===== src/hw/rtl/kwl_pkg.sv =====
// shared types, constants and character-class helpers for the keyword/number lexer
// depends on nothing; imported by kwl_scan, kwl_outq, the top level and the testbench

package kwl_pkg;

  localparam int IDENT_CHARS = 8;

  localparam logic [15:0] POS_MAX = 16'hFFFF;
  localparam logic [62:0] NUM_MAX = {63{1'b1}};

  // keyword spellings, first byte in the low bits
  localparam logic [63:0] KW_REPEAT = 64'h0000_7461_6570_6572;
  localparam logic [63:0] KW_IF     = 64'h0000_0000_0000_6669;
  localparam logic [63:0] KW_DEF    = 64'h0000_0000_0066_6564;
  localparam logic [63:0] KW_TRUE   = 64'h0000_0000_6575_7274;
  localparam logic [63:0] KW_FALSE  = 64'h0000_0065_736C_6166;

  localparam logic [7:0] CH_NEWLINE = 8'h0A;
  localparam logic [7:0] CH_SUFFIX  = 8'h73;
  localparam logic [7:0] CH_LPAREN  = 8'h28;
  localparam logic [7:0] CH_RPAREN  = 8'h29;
  localparam logic [7:0] CH_LBRACE  = 8'h7B;
  localparam logic [7:0] CH_RBRACE  = 8'h7D;
  localparam logic [7:0] CH_COMMA   = 8'h2C;
  localparam logic [7:0] CH_SPACE   = 8'h20;

  localparam logic REQ_CHAR = 1'b0;
  localparam logic REQ_EOT  = 1'b1;

  typedef enum logic [3:0] {
    K_EOF      = 4'd0,
    K_LPAREN   = 4'd1,
    K_RPAREN   = 4'd2,
    K_LBRACE   = 4'd3,
    K_RBRACE   = 4'd4,
    K_COMMA    = 4'd5,
    K_REPEAT   = 4'd6,
    K_IF       = 4'd7,
    K_DEF      = 4'd8,
    K_BOOL     = 4'd9,
    K_IDENT    = 4'd10,
    K_NUMBER   = 4'd11,
    K_DURATION = 4'd12,
    K_ERROR    = 4'd13
  } kind_e;

  typedef struct packed {
    kind_e       token_kind;
    logic [15:0] token_line;
    logic [15:0] token_col;
    logic        bool_val;
    logic [62:0] num_val;
    logic [63:0] ident_text;
    logic [7:0]  ident_len;
    logic        ident_truncated;
    logic        last_of_run;
  } token_t;

  // up to two tokens produced by one item
  typedef struct packed {
    logic [1:0] cnt;
    token_t     tok0;
    token_t     tok1;
  } push_t;

  function automatic logic is_alpha(logic [7:0] c);
    return (c >= 8'h61 && c <= 8'h7A) || (c >= 8'h41 && c <= 8'h5A);
  endfunction

  function automatic logic is_digit(logic [7:0] c);
    return c >= 8'h30 && c <= 8'h39;
  endfunction

  function automatic logic is_space(logic [7:0] c);
    return c == CH_SPACE || (c >= 8'h09 && c <= 8'h0D);
  endfunction

  function automatic logic [15:0] sat_inc(logic [15:0] v);
    return (v != POS_MAX) ? v + 16'd1 : v;
  endfunction

endpackage


===== src/hw/rtl/kwl_in_if.sv =====
// input channel of the lexer: one text byte or end of text per item
// depends on nothing

interface kwl_in_if;
  logic       valid;
  logic       ready;
  logic       req_type;
  logic [7:0] ch;

  modport source (output valid, output req_type, output ch, input ready);
  modport sink (input valid, input req_type, input ch, output ready);
endinterface


===== src/hw/rtl/kwl_out_if.sv =====
// output channel of the lexer: one token per item
// depends on nothing

interface kwl_out_if;
  logic        valid;
  logic        ready;
  logic [3:0]  token_kind;
  logic [15:0] token_line;
  logic [15:0] token_col;
  logic        bool_val;
  logic [62:0] num_val;
  logic [63:0] ident_text;
  logic [7:0]  ident_len;
  logic        ident_truncated;
  logic        last_of_run;

  modport source (
    output valid, output token_kind, output token_line, output token_col,
    output bool_val, output num_val, output ident_text, output ident_len,
    output ident_truncated, output last_of_run, input ready
  );
  modport sink (
    input valid, input token_kind, input token_line, input token_col,
    input bool_val, input num_val, input ident_text, input ident_len,
    input ident_truncated, input last_of_run, output ready
  );
endinterface


===== src/hw/rtl/kwl_scan.sv =====
// scanner state and single-pass step logic: one item in, up to two tokens out
// depends on kwl_pkg

module kwl_scan import kwl_pkg::*; (
  input  logic       clk_i,
  input  logic       rst_ni,
  input  logic       step_i,
  input  logic       req_type_i,
  input  logic [7:0] ch_i,
  output push_t      push_o
);

  typedef enum logic [1:0] {
    MODE_IDLE = 2'd0,
    MODE_WORD = 2'd1,
    MODE_NUM  = 2'd2,
    MODE_DEAD = 2'd3
  } mode_e;

  typedef enum logic [1:0] {
    SUF_NONE = 2'd0,
    SUF_S    = 2'd1,
    SUF_BAD  = 2'd2
  } suffix_e;

  mode_e       mode_q, mode_d;
  suffix_e     suf_q, suf_d;
  logic [15:0] cur_line_q, cur_line_d, cur_col_q, cur_col_d;
  logic [15:0] start_line_q, start_line_d, start_col_q, start_col_d;
  logic [63:0] word_buf_q, word_buf_d;
  logic [7:0]  word_len_q, word_len_d;
  logic [62:0] num_acc_q, num_acc_d;

  token_t      word_tok, num_tok, base_tok;
  logic [66:0] acc_next;

  // pending word as a token
  always_comb begin
    word_tok            = '0;
    word_tok.token_line = start_line_q;
    word_tok.token_col  = start_col_q;
    if (word_len_q == 8'd6 && word_buf_q == KW_REPEAT) begin
      word_tok.token_kind = K_REPEAT;
    end else if (word_len_q == 8'd2 && word_buf_q == KW_IF) begin
      word_tok.token_kind = K_IF;
    end else if (word_len_q == 8'd3 && word_buf_q == KW_DEF) begin
      word_tok.token_kind = K_DEF;
    end else if (word_len_q == 8'd4 && word_buf_q == KW_TRUE) begin
      word_tok.token_kind = K_BOOL;
      word_tok.bool_val   = 1'b1;
    end else if (word_len_q == 8'd5 && word_buf_q == KW_FALSE) begin
      word_tok.token_kind = K_BOOL;
    end else begin
      word_tok.token_kind      = K_IDENT;
      word_tok.ident_text      = word_buf_q;
      word_tok.ident_len       = word_len_q;
      word_tok.ident_truncated = word_len_q > 8'(IDENT_CHARS);
    end
  end

  // pending number as a token
  always_comb begin
    num_tok            = '0;
    num_tok.token_line = start_line_q;
    num_tok.token_col  = start_col_q;
    if (suf_q == SUF_BAD) begin
      num_tok.token_kind = K_ERROR;
    end else begin
      num_tok.token_kind = (suf_q == SUF_S) ? K_DURATION : K_NUMBER;
      num_tok.num_val    = num_acc_q;
    end
  end

  // acc * 10 + digit, saturates when it leaves 63 bits
  assign acc_next = ({4'd0, num_acc_q} << 3) + ({4'd0, num_acc_q} << 1) + 67'(ch_i[3:0]);

  always_comb begin
    token_t  res [2];
    logic [1:0] n;
    logic       do_idle;
    token_t  t;

    res[0]       = '0;
    res[1]       = '0;
    n            = 2'd0;
    do_idle      = 1'b0;
    t            = '0;
    mode_d       = mode_q;
    suf_d        = suf_q;
    cur_line_d   = cur_line_q;
    cur_col_d    = cur_col_q;
    start_line_d = start_line_q;
    start_col_d  = start_col_q;
    word_buf_d   = word_buf_q;
    word_len_d   = word_len_q;
    num_acc_d    = num_acc_q;
    base_tok            = '0;
    base_tok.token_line = cur_line_q;
    base_tok.token_col  = cur_col_q;

    if (step_i) begin
      if (req_type_i == REQ_EOT) begin
        if (mode_q == MODE_WORD) begin
          res[n[0]] = word_tok;
          n         = n + 2'd1;
        end else if (mode_q == MODE_NUM) begin
          res[n[0]] = num_tok;
          n         = n + 2'd1;
        end
        if (!(mode_q == MODE_DEAD || (mode_q == MODE_NUM && suf_q == SUF_BAD))) begin
          t            = base_tok;
          t.token_kind = K_EOF;
          res[n[0]]    = t;
          n            = n + 2'd1;
        end
        mode_d       = MODE_IDLE;
        suf_d        = SUF_NONE;
        cur_line_d   = 16'd1;
        cur_col_d    = 16'd1;
        start_line_d = 16'd1;
        start_col_d  = 16'd1;
        word_buf_d   = '0;
        word_len_d   = '0;
        num_acc_d    = '0;
      end else if (mode_q == MODE_WORD) begin
        if (is_alpha(ch_i)) begin
          if (word_len_q < 8'(IDENT_CHARS)) begin
            word_buf_d[word_len_q[2:0]*8 +: 8] = ch_i;
          end
          if (word_len_q != 8'hFF) begin
            word_len_d = word_len_q + 8'd1;
          end
          cur_col_d = sat_inc(cur_col_q);
        end else begin
          res[n[0]] = word_tok;
          n         = n + 2'd1;
          mode_d    = MODE_IDLE;
          do_idle   = 1'b1;
        end
      end else if (mode_q == MODE_NUM) begin
        if (is_alpha(ch_i) || is_digit(ch_i)) begin
          if (suf_q == SUF_NONE) begin
            if (is_digit(ch_i)) begin
              num_acc_d = (acc_next[66:63] != 4'd0) ? NUM_MAX : acc_next[62:0];
            end else if (ch_i == CH_SUFFIX) begin
              suf_d = SUF_S;
            end else begin
              suf_d = SUF_BAD;
            end
          end else begin
            suf_d = SUF_BAD;
          end
          cur_col_d = sat_inc(cur_col_q);
        end else begin
          res[n[0]] = num_tok;
          n         = n + 2'd1;
          if (suf_q == SUF_BAD) begin
            mode_d = MODE_DEAD;
          end else begin
            mode_d  = MODE_IDLE;
            do_idle = 1'b1;
          end
        end
      end else if (mode_q == MODE_IDLE) begin
        do_idle = 1'b1;
      end

      // between tokens: whitespace, punctuation, start of a run, or an error byte
      if (do_idle) begin
        t = base_tok;
        if (is_space(ch_i)) begin
          if (ch_i == CH_NEWLINE) begin
            cur_col_d  = 16'd1;
            cur_line_d = sat_inc(cur_line_q);
          end else begin
            cur_col_d = sat_inc(cur_col_q);
          end
        end else if (ch_i == CH_LPAREN || ch_i == CH_RPAREN || ch_i == CH_LBRACE ||
                     ch_i == CH_RBRACE || ch_i == CH_COMMA) begin
          case (ch_i)
            CH_LPAREN: t.token_kind = K_LPAREN;
            CH_RPAREN: t.token_kind = K_RPAREN;
            CH_LBRACE: t.token_kind = K_LBRACE;
            CH_RBRACE: t.token_kind = K_RBRACE;
            default:   t.token_kind = K_COMMA;
          endcase
          res[n[0]] = t;
          n         = n + 2'd1;
          cur_col_d = sat_inc(cur_col_q);
        end else begin
          start_line_d = cur_line_q;
          start_col_d  = cur_col_q;
          if (is_alpha(ch_i)) begin
            word_buf_d = 64'(ch_i);
            word_len_d = 8'd1;
            mode_d     = MODE_WORD;
            cur_col_d  = sat_inc(cur_col_q);
          end else if (is_digit(ch_i)) begin
            num_acc_d = 63'(ch_i[3:0]);
            suf_d     = SUF_NONE;
            mode_d    = MODE_NUM;
            cur_col_d = sat_inc(cur_col_q);
          end else begin
            t.token_kind = K_ERROR;
            res[n[0]]    = t;
            n            = n + 2'd1;
            mode_d       = MODE_DEAD;
          end
        end
      end
    end

    if (n == 2'd1) res[0].last_of_run = 1'b1;
    if (n == 2'd2) res[1].last_of_run = 1'b1;

    push_o.cnt  = n;
    push_o.tok0 = res[0];
    push_o.tok1 = res[1];
  end

  always_ff @(posedge clk_i or negedge rst_ni) begin
    if (!rst_ni) begin
      mode_q       <= MODE_IDLE;
      suf_q        <= SUF_NONE;
      cur_line_q   <= 16'd1;
      cur_col_q    <= 16'd1;
      start_line_q <= 16'd1;
      start_col_q  <= 16'd1;
      word_buf_q   <= '0;
      word_len_q   <= '0;
      num_acc_q    <= '0;
    end else begin
      mode_q       <= mode_d;
      suf_q        <= suf_d;
      cur_line_q   <= cur_line_d;
      cur_col_q    <= cur_col_d;
      start_line_q <= start_line_d;
      start_col_q  <= start_col_d;
      word_buf_q   <= word_buf_d;
      word_len_q   <= word_len_d;
      num_acc_q    <= num_acc_d;
    end
  end

endmodule


===== src/hw/rtl/kwl_outq.sv =====
// four-entry token queue: takes up to two tokens a cycle, gives one while ready_i is high
// depends on kwl_pkg

module kwl_outq import kwl_pkg::*; (
  input  logic   clk_i,
  input  logic   rst_ni,
  input  push_t  push_i,
  output logic   room_o,
  output logic   valid_o,
  input  logic   ready_i,
  output token_t tok_o
);

  token_t     mem_q [4];
  logic [1:0] wr_ptr_q, rd_ptr_q;
  logic [2:0] count_q;
  logic       pop;

  assign valid_o = count_q != 3'd0;
  assign pop     = valid_o && ready_i;
  assign tok_o   = mem_q[rd_ptr_q];
  // room for the worst case of two tokens
  assign room_o  = count_q <= 3'd2;

  always_ff @(posedge clk_i) begin
    if (push_i.cnt != 2'd0) mem_q[wr_ptr_q] <= push_i.tok0;
    if (push_i.cnt == 2'd2) mem_q[wr_ptr_q + 2'd1] <= push_i.tok1;
  end

  always_ff @(posedge clk_i or negedge rst_ni) begin
    if (!rst_ni) begin
      wr_ptr_q <= '0;
      rd_ptr_q <= '0;
      count_q  <= '0;
    end else begin
      wr_ptr_q <= wr_ptr_q + push_i.cnt;
      rd_ptr_q <= rd_ptr_q + 2'(pop);
      count_q  <= count_q + 3'(push_i.cnt) - 3'(pop);
    end
  end

endmodule


===== src/hw/rtl/keyword_number_lexer_top.sv =====
// top level of the keyword/number lexer: input register, scanner, token queue
// depends on kwl_pkg, kwl_in_if, kwl_out_if, kwl_scan, kwl_outq
// an accepted item is held in the input register until the queue has room for two tokens
// throughput: one item per cycle while the queue has room; the single output port drains
//   one token per cycle when ready, so two-token items are bounded by the four-entry queue
// reset: rst_ni clears the scanner to line 1, column 1, idle, and empties the queue

module keyword_number_lexer_top import kwl_pkg::*; (
  input  logic  clk_i,
  input  logic  rst_ni,
  kwl_in_if.sink    req_i,
  kwl_out_if.source tok_o
);

  // input register
  logic       in_vld_q;
  logic       in_type_q;
  logic [7:0] in_ch_q;

  logic   step;
  logic   room;
  push_t  push;
  token_t head;

  // the register item is scanned when the queue can take two tokens
  assign step        = in_vld_q && room;
  // refill the input register while its item is being scanned
  assign req_i.ready = !in_vld_q || step;

  always_ff @(posedge clk_i or negedge rst_ni) begin
    if (!rst_ni) begin
      in_vld_q <= 1'b0;
    end else if (req_i.ready) begin
      in_vld_q <= req_i.valid;
    end
  end

  // payload, no reset
  always_ff @(posedge clk_i) begin
    if (req_i.ready && req_i.valid) begin
      in_type_q <= req_i.req_type;
      in_ch_q   <= req_i.ch;
    end
  end

  kwl_scan u_scan (
    .clk_i      (clk_i),
    .rst_ni     (rst_ni),
    .step_i     (step),
    .req_type_i (in_type_q),
    .ch_i       (in_ch_q),
    .push_o     (push)
  );

  kwl_outq u_outq (
    .clk_i   (clk_i),
    .rst_ni  (rst_ni),
    .push_i  (push),
    .room_o  (room),
    .valid_o (tok_o.valid),
    .ready_i (tok_o.ready),
    .tok_o   (head)
  );

  // unpack the head token onto the channel
  assign tok_o.token_kind      = head.token_kind;
  assign tok_o.token_line      = head.token_line;
  assign tok_o.token_col       = head.token_col;
  assign tok_o.bool_val        = head.bool_val;
  assign tok_o.num_val         = head.num_val;
  assign tok_o.ident_text      = head.ident_text;
  assign tok_o.ident_len       = head.ident_len;
  assign tok_o.ident_truncated = head.ident_truncated;
  assign tok_o.last_of_run     = head.last_of_run;

endmodule


===== src/flat_wrapper.sv =====
// flat-port wrapper written by rule: the top's interface ports become plain ports
module keyword_number_lexer_top_flat import kwl_pkg::*;
  (clk_i, rst_ni, req_i_valid, req_i_req_type, req_i_ch, req_i_ready, tok_o_valid, tok_o_token_kind, tok_o_token_line, tok_o_token_col, tok_o_bool_val, tok_o_num_val, tok_o_ident_text, tok_o_ident_len, tok_o_ident_truncated, tok_o_last_of_run, tok_o_ready);
  kwl_in_if req_i_i ();
  kwl_out_if tok_o_i ();
  input  logic clk_i;
  input  logic rst_ni;
  input wire logic [$bits(req_i_i.valid)-1:0] req_i_valid;
  input wire logic [$bits(req_i_i.req_type)-1:0] req_i_req_type;
  input wire logic [$bits(req_i_i.ch)-1:0] req_i_ch;
  output wire logic [$bits(req_i_i.ready)-1:0] req_i_ready;
  output wire logic [$bits(tok_o_i.valid)-1:0] tok_o_valid;
  output wire logic [$bits(tok_o_i.token_kind)-1:0] tok_o_token_kind;
  output wire logic [$bits(tok_o_i.token_line)-1:0] tok_o_token_line;
  output wire logic [$bits(tok_o_i.token_col)-1:0] tok_o_token_col;
  output wire logic [$bits(tok_o_i.bool_val)-1:0] tok_o_bool_val;
  output wire logic [$bits(tok_o_i.num_val)-1:0] tok_o_num_val;
  output wire logic [$bits(tok_o_i.ident_text)-1:0] tok_o_ident_text;
  output wire logic [$bits(tok_o_i.ident_len)-1:0] tok_o_ident_len;
  output wire logic [$bits(tok_o_i.ident_truncated)-1:0] tok_o_ident_truncated;
  output wire logic [$bits(tok_o_i.last_of_run)-1:0] tok_o_last_of_run;
  input wire logic [$bits(tok_o_i.ready)-1:0] tok_o_ready;
  assign req_i_i.valid = req_i_valid;
  assign req_i_i.req_type = req_i_req_type;
  assign req_i_i.ch = req_i_ch;
  assign req_i_ready = req_i_i.ready;
  assign tok_o_valid = tok_o_i.valid;
  assign tok_o_token_kind = tok_o_i.token_kind;
  assign tok_o_token_line = tok_o_i.token_line;
  assign tok_o_token_col = tok_o_i.token_col;
  assign tok_o_bool_val = tok_o_i.bool_val;
  assign tok_o_num_val = tok_o_i.num_val;
  assign tok_o_ident_text = tok_o_i.ident_text;
  assign tok_o_ident_len = tok_o_i.ident_len;
  assign tok_o_ident_truncated = tok_o_i.ident_truncated;
  assign tok_o_last_of_run = tok_o_i.last_of_run;
  assign tok_o_i.ready = tok_o_ready;
  keyword_number_lexer_top u_core (.clk_i(clk_i), .rst_ni(rst_ni), .req_i(req_i_i), .tok_o(tok_o_i));
endmodule

===== config.mk =====
export PLATFORM = sky130hd
export DESIGN_NAME = keyword_number_lexer_top_flat
export DESIGN_NICKNAME = d
export VERILOG_FILES = /design/src/hw/rtl/kwl_pkg.sv /design/src/hw/rtl/kwl_in_if.sv /design/src/hw/rtl/kwl_out_if.sv /design/src/hw/rtl/kwl_scan.sv /design/src/hw/rtl/kwl_outq.sv /design/src/hw/rtl/keyword_number_lexer_top.sv /design/src/flat_wrapper.sv
export SDC_FILE = /design/constraint.sdc
export NUM_CORES = 2
export LEC_CHECK = 0
export ABC_AREA = 1
export BUFFER_PORTS_ARGS = -buffer_cell sky130_fd_sc_hd__buf_4
export CAP_MARGIN = 20
export CORE_UTILIZATION = 40
export CTS_BUF_LIST = sky130_fd_sc_hd__clkbuf_16
export DETAILED_ROUTE_END_ITERATION = 10
export HOLD_SLACK_MARGIN = 0.12
export PLACE_DENSITY_LB_ADDON = 0.05
export SLEW_MARGIN = 40
export SYNTH_ARGS = -nofsm -noshare
export SYNTH_HDL_FRONTEND = slang
export SYNTH_SLANG_ARGS = --single-unit

===== constraint.sdc =====
create_clock -name clk_i -period 20.3 [get_ports clk_i]
set_input_delay 3.045 -clock clk_i [delete_from_list [all_inputs] [get_ports clk_i]]
set_output_delay 3.045 -clock clk_i [all_outputs]
set_load 0.01 [all_outputs]

==> summary.txt <==
CTS max path bufs: 3
Number of global-route vias before repair: 42200
RD Place Congestion: 0.933
Drt drc: 0
Die height: 364 um
Max incr delay on CP: 0.62 ns
Clock Skew: 0.0280 ns
CTS tree: yes
Layout cells sized above 1: 7.98%
H-Tree Depth: 3
Clock latency on the worst-skew pair: 0.74 ns
Die area: 0.133 mm^2
FMAX: 0.153 GHz
Tcrit/Tclk final: 32.1%
Number of cells on the worst hold path: 2
Number of port buffers: 188
Hold_ws: 0.512 ns
Ys async rst share: 23.0%
CP max-delay cell: buf_6
First-pass GRT wire length: 268 mm
MaxCap Viol Count: 0
Clk slew on worst S/H paths: 0.06 ns
Final Hold Fails: 0
Die span in x: 364 um
Delay-heaviest family, CP: buffers and inverters
Initial core utilization: 40.4%
Crit Path Max Fanout: 90
Reg2Reg Setup Slack: 14.91 ns
Final #Nets: 6695
Fin area: 0.0593 mm^2
CTS resizes: 0
Num ports: 189
Worst hold path type: flip-flop to flip-flop
Overall power: 8.47 mW
EDFF count, synth: 705
Worst vdd ir: 0.117 mV
CP Cell Sequence: clkinv_4 -> buf_6 -> o21ai_0 -> o22ai_1 -> buf_4
Final setup violation count: 0
#FFs+latches synth: 916
Global-route usage over all layers: 26.4%
TritonRoute pass-1 iters: 8
Number of cells on the critical path: 5
Met3 WL post-DR: 9.81 mm
Minimum clock period: 6.52 ns
Worst-margin pin slew: 0.936 ns
Post-CTS setup buffer count: 0
Setup TNS: 0 ns
Most common cell after layout, fill and taps aside: nand2_1
Syn_nets: 6696
Avg Cell Area, Syn: 8.04 um^2
Via count: 44400
CP Data Arrival Time: 3.47 ns
Outcome: completed
WL per Instance: 21.2 um
Ys flop type: edfxtp_1
Met2 WL post-DR: 80.4 mm
Register area share after synthesis: 50.4%
Pin count of the biggest net entering global routing: 175
Core area: 0.130 mm^2
Initial antenna violation count: 9
Max-slew violation count: 0
Placed cell areas: 0.0559 mm^2
# rows: 132
Inserted Clock Buffers: 105
Crit. End Element: output port
Met1 WL: 83.3 mm
CTS sink count: 916
Area grow syn2layout: 12.9%
Crit path launch type: flip-flop
Commonest cells after routing, fill and taps aside: nand2_1 (1470), inv_1 (1001), nor2_1 (783)
Mapped Cells: 6534
Detailed Place HPWL: 113 mm
R2r worst-path depth: 12
Crit path kind: flip-flop to output port
Mapped Area: 0.0525 mm^2
Grt total ovfl: 0
CTS Hold Bufs: 0
Final WL: 177 mm
Initial detailed-routing violation count: 4064
Pleak: 27.6 nW
Cell variety after synth: 56
WP buf/inv: 3
Yosys warning total: 0
DR top layer: met5
Worst Path Required: 17.26 ns
Antenna viol nets, final: 0
Slew Limit Headroom: 37.1%
RSZ-0062 raised after global routing: no
Vias per inst: 5.31
Pwr/cell area: 143 mW/mm^2
Root Buffer: clkbuf_16
state kept, by name, summed over array words and instances (netlist names):
| signal | count |
|---|---|
| u_core.in_vld_q | 1 |
| u_core.u_scan.num_acc_q | 63 |
| u_core.u_scan.start_col_q | 16 |
| u_core.u_outq.rd_ptr_q | 2 |
| u_core.u_scan.cur_col_q | 16 |
| u_core.u_scan.word_len_q | 8 |
| u_core.u_scan.start_line_q | 16 |
| u_core.u_scan.mode_q | 2 |
| u_core.u_outq.count_q | 3 |
| u_core.u_scan.cur_line_q | 16 |
| u_core.in_ch_q | 8 |
| u_core.u_scan.word_buf_q | 64 |
| u_core.u_scan.suf_q | 2 |
| u_core.u_outq.wr_ptr_q | 2 |
| u_core.in_type_q | 1 |
| u_core.u_outq.mem_q | 696 |
worst paths after layout:
| path | from | end |
|---|---|---|
| hold reg to reg | u_core.u_scan.word_buf_q[7]$_DFFE_PN0P_ | u_core.u_scan.word_buf_q[7]$_DFFE_PN0P_ |
| setup / recovery | u_core.u_outq.rd_ptr_q[1]$_DFF_PN0_ | tok_o_num_val[0] |
| min in group asynchronous | rst_ni | u_core.u_scan.start_line_q[2]$_DFFE_PN0P_ |
| setup reg to reg | u_core.in_type_q$_DFFE_PP_ | u_core.u_outq.mem_q[2][112]$_SDFFCE_PP0P_ |
| hold / removal | u_core.u_scan.word_buf_q[7]$_DFFE_PN0P_ | u_core.u_scan.word_buf_q[7]$_DFFE_PN0P_ |
| max in group asynchronous | rst_ni | u_core.u_scan.num_acc_q[17]$_DFFE_PN0P_ |
metal layers:
layer / vias up / GRT usage (%)
li1: 21500 / -
met1: 21500 / 38.1
met2: 1212 / 42.1
met3: 203 / 3.26
met4: 8 / 6.27
met5: - / 0
power breakdown:
part / internal, mW / total [mW] / switching [mW]
clock network: 0.996 / 1.81 / 0.815
registers: 2.70 / 2.95 / 0.253
logic: 1.13 / 3.71 / 2.58
cell usage after synthesis, drive strengths merged, types with 2 or more instances:
master / count / area share, %
nor4: 88 / 1.0
o211ai: 17 / 0.25
buf: 111 / 1.3
a21oi: 305 / 2.9
fa: 3 / 0.11
dfstp: 4 / 0.20
a31o: 2 / 0.033
o31ai: 3 / 0.043
a21o: 9 / 0.13
nor2: 791 / 5.7
a31oi: 9 / 0.11
clkbuf: 256 / 1.8
o32ai: 7 / 0.12
a22oi: 11 / 0.16
xor2: 55 / 0.92
a21boi: 6 / 0.086
o21a: 4 / 0.057
or2: 3 / 0.036
o21ai: 749 / 7.1
nand2: 1484 / 11
dfrtp: 207 / 9.9
xnor2: 16 / 0.27
o221ai: 5 / 0.083
nor3: 84 / 0.80
ha: 146 / 3.5
clkinv: 8 / 0.057
nand3b: 4 / 0.081
inv: 1004 / 7.2
edfxtp: 705 / 40
o21bai: 16 / 0.23
o22ai: 253 / 3.0
nand3: 115 / 1.2
nand4: 47 / 0.56
cells by family after synthesis:
| family | share of synthesized area, % |
|---|---|
| and+or+nand+nor | 20.1 |
| AOI/OAI and AO/OA | 14.4 |
| buffers and inverters | 10.4 |
| DFF | 50.4 |
| adders and majority gates | 3.59 |
| xor gates and xnor gates | 1.18 |
| muxes | 0.0214 |
stage by stage:
step / setup slack [ns] / util (%) / instances
detailed placement: 14.24 / 43.0 / 8164
floorplan: 4.81 / - / 6534
global placement: 13.83 / 42.5 / 8148
CTS: 13.45 / 45.5 / 8351
global route: 13.56 / 45.6 / 8355
finish: 13.78 / 45.6 / 8359
tightest hold or removal path, delay by kind of cell, from the launching register on:
kind	cells	cell delay (ns)
and+or+nand+nor	1	0.07
DFF	1	0.34
AOI/OAI and AO/OA	1	0.07
final cells by class:
class / instances / area, um^2
tap: 1742 / 2180
multi-input combinational: 4239 / 21200
timing repair buffer: 259 / 2470
sequential: 916 / 26500
fill: 12900 / 70700
antenna: 4 / 10.0
inverter: 1012 / 3820
clock buffer: 106 / 2650
clock inverter: 81 / 542
Power figures use the tool's default switching activity.
